## config.mk

```make
export PLATFORM = sky130hd
export DESIGN_NAME = analog_keypad_event_queue_unit
export DESIGN_NICKNAME = d
export VERILOG_FILES = /design/src/rtl/core/akeq_pkg.sv /design/src/rtl/core/analog_keypad_event_queue_unit.sv /design/src/rtl/core/akeq_front.sv /design/src/rtl/core/akeq_cmd_fifo.sv /design/src/rtl/core/akeq_back.sv
export SDC_FILE = /design/constraint.sdc
export NUM_CORES = 2
export LEC_CHECK = 0
export CORE_ASPECT_RATIO = 1.2
export CORE_MARGIN = 4
export CORE_UTILIZATION = 60
export CTS_CLUSTER_DIAMETER = 40
export DETAILED_ROUTE_END_ITERATION = 8
export DONT_BUFFER_PORTS = 1
export PLACE_DENSITY_LB_ADDON = 0.05
export REMOVE_ABC_BUFFERS = 1
export SETUP_SLACK_MARGIN = 0.2
export SYNTH_ARGS = -nofsm -noshare
export SYNTH_HDL_FRONTEND = slang
export SYNTH_SLANG_ARGS = --single-unit
```

## constraint.sdc

```tcl
create_clock -name clk_i -period 9.1 [get_ports clk_i]
set_input_delay 0.91 -clock clk_i [delete_from_list [all_inputs] [get_ports clk_i]]
set_output_delay 0.91 -clock clk_i [all_outputs]
set_load 0.02 [all_outputs]
```

## src/rtl/core/akeq_pkg.sv

```systemverilog
// Shared types, constants and register codes of the analog keypad event queue.
`timescale 1ns / 1ps
package akeq_pkg;

  localparam int NUM_BTN   = 5;
  localparam int BTN_W     = 3;
  localparam int SAMPLE_W  = 10;
  localparam int LEVEL_W   = 10;
  localparam int MARGIN_W  = 8;
  localparam int MS_W      = 16;
  localparam int CFG_W     = 16;
  localparam int CFG_ADDR_W = 3;
  localparam int COUNT_W   = 3;

  localparam int DEF_QUEUE_DEPTH      = 5;
  localparam int DEF_SAMPLE_PERIOD_MS = 20;
  localparam int DEF_ADC_BITS         = 10;
  localparam int DEF_TIME_BITS        = 32;

  localparam logic [CFG_ADDR_W-1:0] CFG_LEVEL_RIGHT  = 3'd0;
  localparam logic [CFG_ADDR_W-1:0] CFG_LEVEL_UP     = 3'd1;
  localparam logic [CFG_ADDR_W-1:0] CFG_LEVEL_DOWN   = 3'd2;
  localparam logic [CFG_ADDR_W-1:0] CFG_LEVEL_LEFT   = 3'd3;
  localparam logic [CFG_ADDR_W-1:0] CFG_LEVEL_SELECT = 3'd4;
  localparam logic [CFG_ADDR_W-1:0] CFG_MATCH_MARGIN = 3'd5;
  localparam logic [CFG_ADDR_W-1:0] CFG_LONG_PRESS   = 3'd6;
  localparam logic [CFG_ADDR_W-1:0] CFG_REPEAT       = 3'd7;

  localparam logic [LEVEL_W-1:0]  RST_LEVEL_RIGHT  = 10'd0;
  localparam logic [LEVEL_W-1:0]  RST_LEVEL_UP     = 10'd145;
  localparam logic [LEVEL_W-1:0]  RST_LEVEL_DOWN   = 10'd329;
  localparam logic [LEVEL_W-1:0]  RST_LEVEL_LEFT   = 10'd505;
  localparam logic [LEVEL_W-1:0]  RST_LEVEL_SELECT = 10'd741;
  localparam logic [MARGIN_W-1:0] RST_MATCH_MARGIN = 8'd25;
  localparam logic [MS_W-1:0]     RST_LONG_PRESS   = 16'd800;
  localparam logic [MS_W-1:0]     RST_REPEAT       = 16'd250;

  localparam logic [BTN_W-1:0] BTN_NONE = 3'd0;

  typedef enum logic [1:0] {
    KIND_TICK   = 2'd0,
    KIND_SAMPLE = 2'd1,
    KIND_READ   = 2'd2,
    KIND_NONE   = 2'd3
  } kind_e;

  typedef enum logic [1:0] {
    EVK_PRESS  = 2'd0,
    EVK_SHORT  = 2'd1,
    EVK_LONG   = 2'd2,
    EVK_REPEAT = 2'd3
  } evk_e;

  typedef struct packed {
    logic [NUM_BTN-1:0][LEVEL_W-1:0] level;
    logic [MARGIN_W-1:0]             margin;
    logic [MS_W-1:0]                 long_ms;
    logic [MS_W-1:0]                 repeat_ms;
  } cfg_t;

  typedef struct packed {
    kind_e            kind;
    logic [BTN_W-1:0] btn;
  } cmd_t;

  typedef struct packed {
    evk_e             kind;
    logic [BTN_W-1:0] btn;
  } event_t;

  typedef struct packed {
    logic               event_valid;
    logic [BTN_W-1:0]   button;
    evk_e               event_kind;
    logic [COUNT_W-1:0] queue_count;
    logic               dropped;
  } res_t;

endpackage

```

## src/rtl/core/analog_keypad_event_queue_unit.sv

```systemverilog
// Top level of the resistor-ladder keypad decoder with auto-repeat event queue.
//
// Requests arrive on the s_axis stream: tuser carries the kind (millisecond
// tick, ADC sample or event read) and tdata carries the sample. Every request
// produces exactly one result on the m_axis stream, in request order.
// The front end matches the sample against the five button windows and places
// the classified request in a two-entry queue. The back end keeps time, button
// state and the event FIFO, and loads one result per cycle into the output
// register while results are taken, so one request per cycle is sustained.
// Each request is held in the queue before its result is registered.
// When the receiver stalls, the output register holds its result, the queue
// absorbs two more requests, and s_axis_tready then drops until results drain.
// Reset empties the queue and the event FIFO, clears time and button state,
// and loads the default button levels, margin and hold times.
// Registers are written through cfg_we_i, cfg_addr_i and cfg_wdata_i; the user
// must write them only while the block is idle, which the block does not enforce.
`timescale 1ns / 1ps
module analog_keypad_event_queue_unit #(
  parameter int QUEUE_DEPTH      = akeq_pkg::DEF_QUEUE_DEPTH,
  parameter int SAMPLE_PERIOD_MS = akeq_pkg::DEF_SAMPLE_PERIOD_MS,
  parameter int ADC_BITS         = akeq_pkg::DEF_ADC_BITS,
  parameter int TIME_BITS        = akeq_pkg::DEF_TIME_BITS
) (
  input  logic                            clk_i,
  input  logic                            rst_ni,
  input  logic                            cfg_we_i,
  input  logic [akeq_pkg::CFG_ADDR_W-1:0] cfg_addr_i,
  input  logic [akeq_pkg::CFG_W-1:0]      cfg_wdata_i,
  input  logic                            s_axis_tvalid,
  output logic                            s_axis_tready,
  input  logic [15:0]                     s_axis_tdata,  // sample[9:0], zero[15:10]
  input  logic [1:0]                      s_axis_tuser,  // kind[1:0]
  output logic                            m_axis_tvalid,
  input  logic                            m_axis_tready,
  // button[2:0], queue_count[5:3], dropped[6], zero[7]
  output logic [7:0]                      m_axis_tdata,
  output logic [2:0]                      m_axis_tuser   // event_valid[0], event_kind[2:1]
);
  import akeq_pkg::*;

  cfg_t cfg_q;
  logic q_push, q_ready, q_valid, q_pop;
  cmd_t q_in, q_out;
  res_t res;

  always_ff @(posedge clk_i or negedge rst_ni) begin
    if (!rst_ni) begin
      cfg_q.level[0]  <= RST_LEVEL_RIGHT;
      cfg_q.level[1]  <= RST_LEVEL_UP;
      cfg_q.level[2]  <= RST_LEVEL_DOWN;
      cfg_q.level[3]  <= RST_LEVEL_LEFT;
      cfg_q.level[4]  <= RST_LEVEL_SELECT;
      cfg_q.margin    <= RST_MATCH_MARGIN;
      cfg_q.long_ms   <= RST_LONG_PRESS;
      cfg_q.repeat_ms <= RST_REPEAT;
    end else if (cfg_we_i) begin
      unique case (cfg_addr_i)
        CFG_LEVEL_RIGHT:  cfg_q.level[0]  <= cfg_wdata_i[LEVEL_W-1:0];
        CFG_LEVEL_UP:     cfg_q.level[1]  <= cfg_wdata_i[LEVEL_W-1:0];
        CFG_LEVEL_DOWN:   cfg_q.level[2]  <= cfg_wdata_i[LEVEL_W-1:0];
        CFG_LEVEL_LEFT:   cfg_q.level[3]  <= cfg_wdata_i[LEVEL_W-1:0];
        CFG_LEVEL_SELECT: cfg_q.level[4]  <= cfg_wdata_i[LEVEL_W-1:0];
        CFG_MATCH_MARGIN: cfg_q.margin    <= cfg_wdata_i[MARGIN_W-1:0];
        CFG_LONG_PRESS:   cfg_q.long_ms   <= cfg_wdata_i[MS_W-1:0];
        CFG_REPEAT:       cfg_q.repeat_ms <= cfg_wdata_i[MS_W-1:0];
        default: begin
        end
      endcase
    end
  end

  akeq_front #(
    .ADC_BITS(ADC_BITS)
  ) u_front (
    .s_valid_i(s_axis_tvalid),
    .sample_i (s_axis_tdata[SAMPLE_W-1:0]),
    .kind_i   (s_axis_tuser),
    .cfg_i    (cfg_q),
    .q_ready_i(q_ready),
    .s_ready_o(s_axis_tready),
    .q_valid_o(q_push),
    .q_cmd_o  (q_in)
  );

  akeq_cmd_fifo u_cmd_fifo (
    .clk_i     (clk_i),
    .rst_ni    (rst_ni),
    .push_i    (q_push),
    .push_cmd_i(q_in),
    .ready_o   (q_ready),
    .valid_o   (q_valid),
    .pop_cmd_o (q_out),
    .pop_i     (q_pop)
  );

  akeq_back #(
    .QUEUE_DEPTH     (QUEUE_DEPTH),
    .SAMPLE_PERIOD_MS(SAMPLE_PERIOD_MS),
    .TIME_BITS       (TIME_BITS)
  ) u_back (
    .clk_i      (clk_i),
    .rst_ni     (rst_ni),
    .cfg_i      (cfg_q),
    .cmd_valid_i(q_valid),
    .cmd_i      (q_out),
    .cmd_pop_o  (q_pop),
    .out_valid_o(m_axis_tvalid),
    .out_res_o  (res),
    .out_ready_i(m_axis_tready)
  );

  assign m_axis_tdata = {1'b0, res.dropped, res.queue_count, res.button};
  assign m_axis_tuser = {res.event_kind, res.event_valid};

  a_no_lost_request: assert property (@(posedge clk_i) disable iff (!rst_ni)
    s_axis_tvalid && s_axis_tready |=> q_valid || m_axis_tvalid)
    else $error("accepted request left neither a queued command nor a result");

  a_empty_read_clean: assert property (@(posedge clk_i) disable iff (!rst_ni)
    m_axis_tvalid && !res.event_valid |-> res.button == BTN_NONE &&
      res.event_kind == EVK_PRESS)
    else $error("result without an event carries a button or kind");

  a_event_button: assert property (@(posedge clk_i) disable iff (!rst_ni)
    m_axis_tvalid && res.event_valid |-> res.button != BTN_NONE &&
      res.button <= BTN_W'(NUM_BTN))
    else $error("popped event names no valid button");

  a_pop_needs_room: assert property (@(posedge clk_i) disable iff (!rst_ni)
    q_pop |-> q_valid && (!m_axis_tvalid || m_axis_tready))
    else $error("command taken while the result register was blocked");

endmodule

```

## src/rtl/core/akeq_front.sv

```systemverilog
// Front end: takes requests, classifies them and matches samples to buttons.
`timescale 1ns / 1ps
module akeq_front #(
  parameter int ADC_BITS = akeq_pkg::DEF_ADC_BITS
) (
  input  logic                          s_valid_i,
  input  logic [akeq_pkg::SAMPLE_W-1:0] sample_i,
  input  logic [1:0]                    kind_i,
  input  akeq_pkg::cfg_t                cfg_i,
  input  logic                          q_ready_i,
  output logic                          s_ready_o,
  output logic                          q_valid_o,
  output akeq_pkg::cmd_t                q_cmd_o
);
  import akeq_pkg::*;

  localparam int EXT_W = 17;
  localparam logic [EXT_W-1:0] ADC_MAX = EXT_W'((1 << ADC_BITS) - 1);

  logic [BTN_W-1:0] match_btn;

  always_comb begin
    logic [EXT_W-1:0] lo;
    logic [EXT_W-1:0] hi;
    logic [EXT_W-1:0] smp;
    match_btn = BTN_NONE;
    smp = EXT_W'(sample_i);
    for (int i = NUM_BTN - 1; i >= 0; i--) begin
      lo = (cfg_i.level[i] > LEVEL_W'(cfg_i.margin)) ?
           EXT_W'(cfg_i.level[i] - LEVEL_W'(cfg_i.margin)) : '0;
      hi = EXT_W'(cfg_i.level[i]) + EXT_W'(cfg_i.margin);
      if (hi > ADC_MAX) begin
        hi = ADC_MAX;
      end
      if (smp >= lo && smp <= hi) begin
        match_btn = BTN_W'(i + 1);
      end
    end
  end

  assign s_ready_o     = q_ready_i;
  assign q_valid_o     = s_valid_i;
  assign q_cmd_o.kind  = kind_e'(kind_i);
  assign q_cmd_o.btn   = (kind_e'(kind_i) == KIND_SAMPLE) ? match_btn : BTN_NONE;

endmodule

```

## src/rtl/core/akeq_cmd_fifo.sv

```systemverilog
// Two-entry queue of classified requests between the front and back ends.
`timescale 1ns / 1ps
module akeq_cmd_fifo (
  input  logic           clk_i,
  input  logic           rst_ni,
  input  logic           push_i,
  input  akeq_pkg::cmd_t push_cmd_i,
  output logic           ready_o,
  output logic           valid_o,
  output akeq_pkg::cmd_t pop_cmd_o,
  input  logic           pop_i
);
  import akeq_pkg::*;

  cmd_t       mem_q [2];
  logic       wr_q, wr_d, rd_q, rd_d;
  logic [1:0] cnt_q, cnt_d;
  logic       do_push, do_pop;

  assign ready_o   = (cnt_q != 2'd2);
  assign valid_o   = (cnt_q != 2'd0);
  assign pop_cmd_o = mem_q[rd_q];
  assign do_push   = push_i && ready_o;
  assign do_pop    = pop_i && valid_o;

  always_comb begin
    wr_d  = do_push ? ~wr_q : wr_q;
    rd_d  = do_pop ? ~rd_q : rd_q;
    cnt_d = cnt_q + 2'(do_push) - 2'(do_pop);
  end

  always_ff @(posedge clk_i or negedge rst_ni) begin
    if (!rst_ni) begin
      wr_q  <= 1'b0;
      rd_q  <= 1'b0;
      cnt_q <= 2'd0;
    end else begin
      wr_q  <= wr_d;
      rd_q  <= rd_d;
      cnt_q <= cnt_d;
    end
  end

  always_ff @(posedge clk_i) begin
    if (do_push) begin
      mem_q[wr_q] <= push_cmd_i;
    end
  end

endmodule

```

## src/rtl/core/akeq_back.sv

```systemverilog
// Back end: timekeeping, button state, event FIFO and the result register.
`timescale 1ns / 1ps
module akeq_back #(
  parameter int QUEUE_DEPTH      = akeq_pkg::DEF_QUEUE_DEPTH,
  parameter int SAMPLE_PERIOD_MS = akeq_pkg::DEF_SAMPLE_PERIOD_MS,
  parameter int TIME_BITS        = akeq_pkg::DEF_TIME_BITS
) (
  input  logic           clk_i,
  input  logic           rst_ni,
  input  akeq_pkg::cfg_t cfg_i,
  input  logic           cmd_valid_i,
  input  akeq_pkg::cmd_t cmd_i,
  output logic           cmd_pop_o,
  output logic           out_valid_o,
  output akeq_pkg::res_t out_res_o,
  input  logic           out_ready_i
);
  import akeq_pkg::*;

  localparam int IDX_W = $clog2(QUEUE_DEPTH);
  localparam int CNT_W = $clog2(QUEUE_DEPTH + 1);
  localparam logic [IDX_W-1:0]     LAST_IDX = IDX_W'(QUEUE_DEPTH - 1);
  localparam logic [CNT_W-1:0]     DEPTH_C  = CNT_W'(QUEUE_DEPTH);
  localparam logic [TIME_BITS-1:0] PERIOD   = TIME_BITS'(SAMPLE_PERIOD_MS);

  logic [TIME_BITS-1:0]              time_q, time_d, last_q, last_d;
  logic [NUM_BTN-1:0]                pressed_q, pressed_d;
  logic [NUM_BTN-1:0][TIME_BITS-1:0] press_q, press_d, rep_q, rep_d;
  event_t                            store_q [QUEUE_DEPTH];
  event_t                            store_d [QUEUE_DEPTH];
  logic [IDX_W-1:0]                  wr_q, wr_d, rd_q, rd_d;
  logic [CNT_W-1:0]                  cnt_q, cnt_d;
  logic                              out_valid_q;
  res_t                              res_q, res_d;
  logic                              take;

  assign cmd_pop_o   = cmd_valid_i && (!out_valid_q || out_ready_i);
  assign take        = cmd_pop_o;
  assign out_valid_o = out_valid_q;
  assign out_res_o   = res_q;

  always_comb begin
    logic [TIME_BITS-1:0] held;
    logic [TIME_BITS-1:0] since;
    logic                 on;
    logic                 ev;
    evk_e                 ek;
    logic                 lost;
    event_t               head;
    time_d    = time_q;
    last_d    = last_q;
    pressed_d = pressed_q;
    press_d   = press_q;
    rep_d     = rep_q;
    store_d   = store_q;
    wr_d      = wr_q;
    rd_d      = rd_q;
    cnt_d     = cnt_q;
    lost      = 1'b0;
    head      = store_q[rd_q];
    held      = '0;
    since     = '0;
    on        = 1'b0;
    ev        = 1'b0;
    ek        = EVK_PRESS;
    res_d     = '0;
    res_d.event_kind = EVK_PRESS;
    unique case (cmd_i.kind)
      KIND_TICK: begin
        time_d = time_q + TIME_BITS'(1);
      end
      KIND_SAMPLE: begin
        if ((time_q - last_q) >= PERIOD) begin
          last_d = time_q;
          for (int i = 0; i < NUM_BTN; i++) begin
            on    = (cmd_i.btn == BTN_W'(i + 1));
            held  = time_q - press_q[i];
            since = time_q - rep_q[i];
            ev    = 1'b0;
            ek    = EVK_PRESS;
            if (pressed_q[i] != on) begin
              ev = 1'b1;
              if (on) begin
                press_d[i] = time_q;
                rep_d[i]   = time_q;
              end else begin
                ek = (held > TIME_BITS'(cfg_i.long_ms)) ? EVK_LONG : EVK_SHORT;
              end
              pressed_d[i] = on;
            end else if (on && held > TIME_BITS'(cfg_i.long_ms) &&
                         since > TIME_BITS'(cfg_i.repeat_ms)) begin
              ev       = 1'b1;
              ek       = EVK_REPEAT;
              rep_d[i] = time_q;
            end
            if (ev) begin
              if (cnt_d < DEPTH_C) begin
                store_d[wr_d].kind = ek;
                store_d[wr_d].btn  = BTN_W'(i + 1);
                cnt_d = cnt_d + CNT_W'(1);
                wr_d  = (wr_d == LAST_IDX) ? '0 : wr_d + IDX_W'(1);
              end else begin
                lost = 1'b1;
              end
            end
          end
        end
      end
      KIND_READ: begin
        if (cnt_q != '0) begin
          res_d.event_valid = 1'b1;
          res_d.button      = head.btn;
          res_d.event_kind  = head.kind;
          cnt_d = cnt_q - CNT_W'(1);
          rd_d  = (rd_q == LAST_IDX) ? '0 : rd_q + IDX_W'(1);
        end
      end
      default: begin
      end
    endcase
    res_d.queue_count = COUNT_W'(cnt_d);
    res_d.dropped     = lost;
  end

  always_ff @(posedge clk_i or negedge rst_ni) begin
    if (!rst_ni) begin
      time_q      <= '0;
      last_q      <= '0;
      pressed_q   <= '0;
      press_q     <= '0;
      rep_q       <= '0;
      wr_q        <= '0;
      rd_q        <= '0;
      cnt_q       <= '0;
      out_valid_q <= 1'b0;
    end else begin
      if (take) begin
        time_q    <= time_d;
        last_q    <= last_d;
        pressed_q <= pressed_d;
        press_q   <= press_d;
        rep_q     <= rep_d;
        wr_q      <= wr_d;
        rd_q      <= rd_d;
        cnt_q     <= cnt_d;
      end
      if (take) begin
        out_valid_q <= 1'b1;
      end else if (out_ready_i) begin
        out_valid_q <= 1'b0;
      end
    end
  end

  always_ff @(posedge clk_i) begin
    if (take) begin
      store_q <= store_d;
      res_q   <= res_d;
    end
  end

endmodule
```

==> flow_summary.yaml <==
synthesis:
  avgSynthCellArea_um2: 8.63
  synth_edf_count: 45
  synth_fa_ha_area_share_pct: 17.7
  synth_async_sr_flop_share_pct: 91.6
  synth_ff_type: "dfrtp_1"
  synth_compound_area_share_pct: 19.6
  syn_inst: 6125
  synth_mux_area_share_pct: 10.5
  synth_top_family_by_area: "compound AO/OA/AOI/OAI gates"
  netlist_area_um2: 52900
  synth-xor-area-share_pct: 4.95
  synth_top_area_share_pct: 21.8
  ys_warn_count: 0
  synth.distinct_cells: 117
  synth_simple_gate_area_share_pct: 15.8
  synth-seq-area-share_pct: 26.0
  synth-seq-cells: 538
  synthTopCellsByArea: "dfrtp_1, ha_1, mux2_2, a21oi_1, inv_1"
  synth.largest_area_cell: "dfrtp_1"
run:
  cap_violations: 0
cts:
  cts.sinks: 538
  cts.path.max_buffers: 3
  clk_latency_ns: 0.68
  clk_pin_slew_worst_paths_ns: 0.06
  cts_tree: "done"
  cts-htree-levels: 3
  cts-buffers-inserted: 108
  clock-root-buffer: "clkbuf_16"
die:
  die_width_um: 279
  io_pins: 55
  rows: 119
  start_util_pct: 60.4
  die-area_um2: 93000
  core_area_um2: 87500
  die_h_um: 333
power_and_ir_drop:
  p_seq_share_pct: 15.9
  internal_power_mw: 11.3
  peakVddDrop_mv: 0.293
  p_leak_nw: 28.6
  power.switching_mw: 9.12
  power_density_nw_per_um2: 346
  pwr-share-clk_pct: 20.8
  swShare_pct: 44.7
  p_comb_share_pct: 63.2
timing:
  slew_headroom_pct: 20.8
  slew_viol_final: 0
  finalSetupViolCount: 0
  hold_viol: 0
  finalSetupTns_ns: 0
  holdWs_ns: 0.0743
  grt_setup_unrepaired: "no"
  max_freq_mhz: 117
  finalCriticalPeriod_ns: 8.56
  worstMarginPinSlew_ns: 1.18
  finalCritPeriodShare_pct: 94.0
  setup_slack_ns: 0.543
  skew_ns: 0.0298
cells_and_area:
  layout_common_cells: "ha_1, inv_1, dfrtp_1, a21oi_1, nor2_1"
  drive_gt1_share_pct: 14.2
  n_fill_cell: 7341
  area_growth_pct: 11.3
  layout.nets: 6946
  stdcell_area_um2: 58900
  antenna_cells: 0
  final_common_cell: "ha_1"
detailed_routing:
  drc: 0
  wl_per_cell_um: 21.6
  first_iter_violations: 3074
  dr_total_vias: 46300
  wl_um: 160000
  viasPerCell: 6.25
  first_pass_iters: 6
  ant_nets: 0
setup_path:
  rr_startpoint: "u_back.time_q[11]"
  startpoint_type: "flop"
  critPathMaxFanout: 8
  cp-end-kind: "flop"
  crit_arrival_ns: 8.97
  cpMostUsedCell: "ha_1"
  cpPeakStageDelay_ns: 0.74
  r2r_setup_slack_ns: 0.54
  required_ns: 9.51
  r2r_cells: 31
  reg2reg_to: "u_back.store_q[24]"
  crit_type: "reg -> reg"
  critPathBufInv: 1
  path_delay_family: "simple AND/OR/NAND/NOR gates"
  critPathSlowestCell: "dfrtp_1"
placement:
  pre_cts_ws_ns: -0.0324
  place_hpwl_um: 118000
  io_buffer_count: 0
  placed_area_um2: 54500
  gp_congestion: 0.941
global_route:
  grt_max_degree: 260
  gr-usage-all-layers_pct: 33.5
  grt_pass1_wl_um: 248000
  gr-total-overflow: 0
  antenna_found_initial: 3
  grt_pass1_vias: 44700
worst_hold_path:
  hp-class: "in -> async"
run_status:
  status: "finished clean"
power groups by stage:
stage / Combinational, mW / Clock (mW) / Sequential (mW)
2_1_floorplan: 9.31 / 0 / 3.21
3_3_place_gp: 12.0 / 0 / 3.27
3_5_place_dp: 12.2 / 0 / 3.28
4_1_cts: 12.4 / 4.30 / 3.25
5_1_grt: 14.3 / 4.41 / 3.29
6_report: 12.9 / 4.24 / 3.25
cell families after synthesis:
family,count (synthesis)
DFF,538
other,1
and+or+nand+nor,1694
AOI/OAI and AO/OA,1600
adders and majority gates,737
buffers and inverters,758
muxes,498
xor gates and xnor gates,299
synthesized netlist by cell type (22+ instances only):
| cell type | count |
|---|---|
| nand4_1 | 110 |
| inv_1 | 554 |
| mux2_2 | 385 |
| o21ai_0 | 349 |
| nor2b_1 | 91 |
| edfxtp_1 | 45 |
| o21bai_1 | 57 |
| or3_1 | 26 |
| nand2b_1 | 101 |
| a31oi_1 | 52 |
| xnor2_1 | 177 |
| a21o_1 | 179 |
| nand2_1 | 439 |
| nor4_1 | 45 |
| o21a_1 | 62 |
| o211ai_1 | 55 |
| a211oi_1 | 55 |
| dfstp_2 | 32 |
| and2_1 | 37 |
| nor2_1 | 440 |
| buf_1 | 32 |
| mux2i_1 | 101 |
| a211o_1 | 22 |
| clkbuf_1 | 148 |
| xor2_1 | 122 |
| o31ai_1 | 22 |
| nand3_1 | 122 |
| dfrtp_1 | 461 |
| ha_1 | 716 |
| nor3_1 | 106 |
| o21ai_1 | 26 |
| and3_1 | 52 |
| a21oi_1 | 463 |
area by class of cell:
| class | count | area (um^2) | share of cell area (%) |
|---|---|---|---|
| clock buffers | 127 | 2960 | 5.03 |
| flip-flops and latches | 538 | 13700 | 23.3 |
| well taps | 1149 | 1440 | 2.44 |
| inverters | 556 | 2090 | 3.55 |
| multi-input cells | 4829 | 36600 | 62.2 |
| clock inverters | 75 | 927 | 1.58 |
| repair buffers | 134 | 1120 | 1.91 |
how the worst max path moves through the flow:
stage / cells after the start / slack [ns] / start / endpoint
2_1_floorplan: 18 / -0.98 / u_back.time_q[1] / u_back.rep_q[0]
3_3_place_gp: 35 / 0.09 / u_back.time_q[0] / u_back.store_q[24]
3_5_place_dp: 35 / -0.03 / u_back.time_q[0] / u_back.store_q[24]
4_1_cts: 35 / 0.22 / u_back.time_q[0] / u_back.store_q[24]
5_1_grt: 38 / 0.16 / u_back.time_q[0] / u_back.store_q[24]
6_report: 31 / 0.54 / u_back.time_q[11] / u_back.store_q[24]
sequential cells by signal, indices dropped and copies added (netlist names):
register            flops
u_cmd_fifo.mem_q       10
u_back.rep_q          160
cfg_q                  90
u_back.out_valid_o      1
u_back.time_q          32
u_cmd_fifo.rd_q         1
u_cmd_fifo.cnt_q        2
u_cmd_fifo.wr_q         1
u_back.cnt_q            3
u_back.out_res_o       10
u_back.wr_q             3
u_back.last_q          32
u_back.press_q        160
u_back.pressed_q        5
u_back.store_q         25
u_back.rd_q             3
per-stage QoR:
stage	power (mW)	cells	util, %
floorplan	12.5	5923	-
global placement	15.2	7190	62.2
detailed placement	15.5	7190	62.2
CTS	19.9	7397	66.8
global route	22.0	7408	67.2
finish	20.4	7408	67.2
per-layer routing:
layer,routed length [um],share of wire [%],up-vias,GRT usage [%]
met4,9200,5.7,2,16.6
li1,-,-,22300,-
met2,74300,46,1336,56.5
met1,67800,42,22300,42.4
met5,12,0.0075,-,0
met3,8810,5.5,418,4.47
timing repair:
action / 4_1_cts / 5_1_grt
hold buffers: 2 / 0
buffers inserted: 3 / 10
hold endpoints to repair: 259 / 0
pin swaps: 2 / 19
resized for setup: 4 / 56
setup endpoints to repair: 22 / 35
gates cloned: 0 / 0
Note: power is estimated with default switching activity, not from simulation.
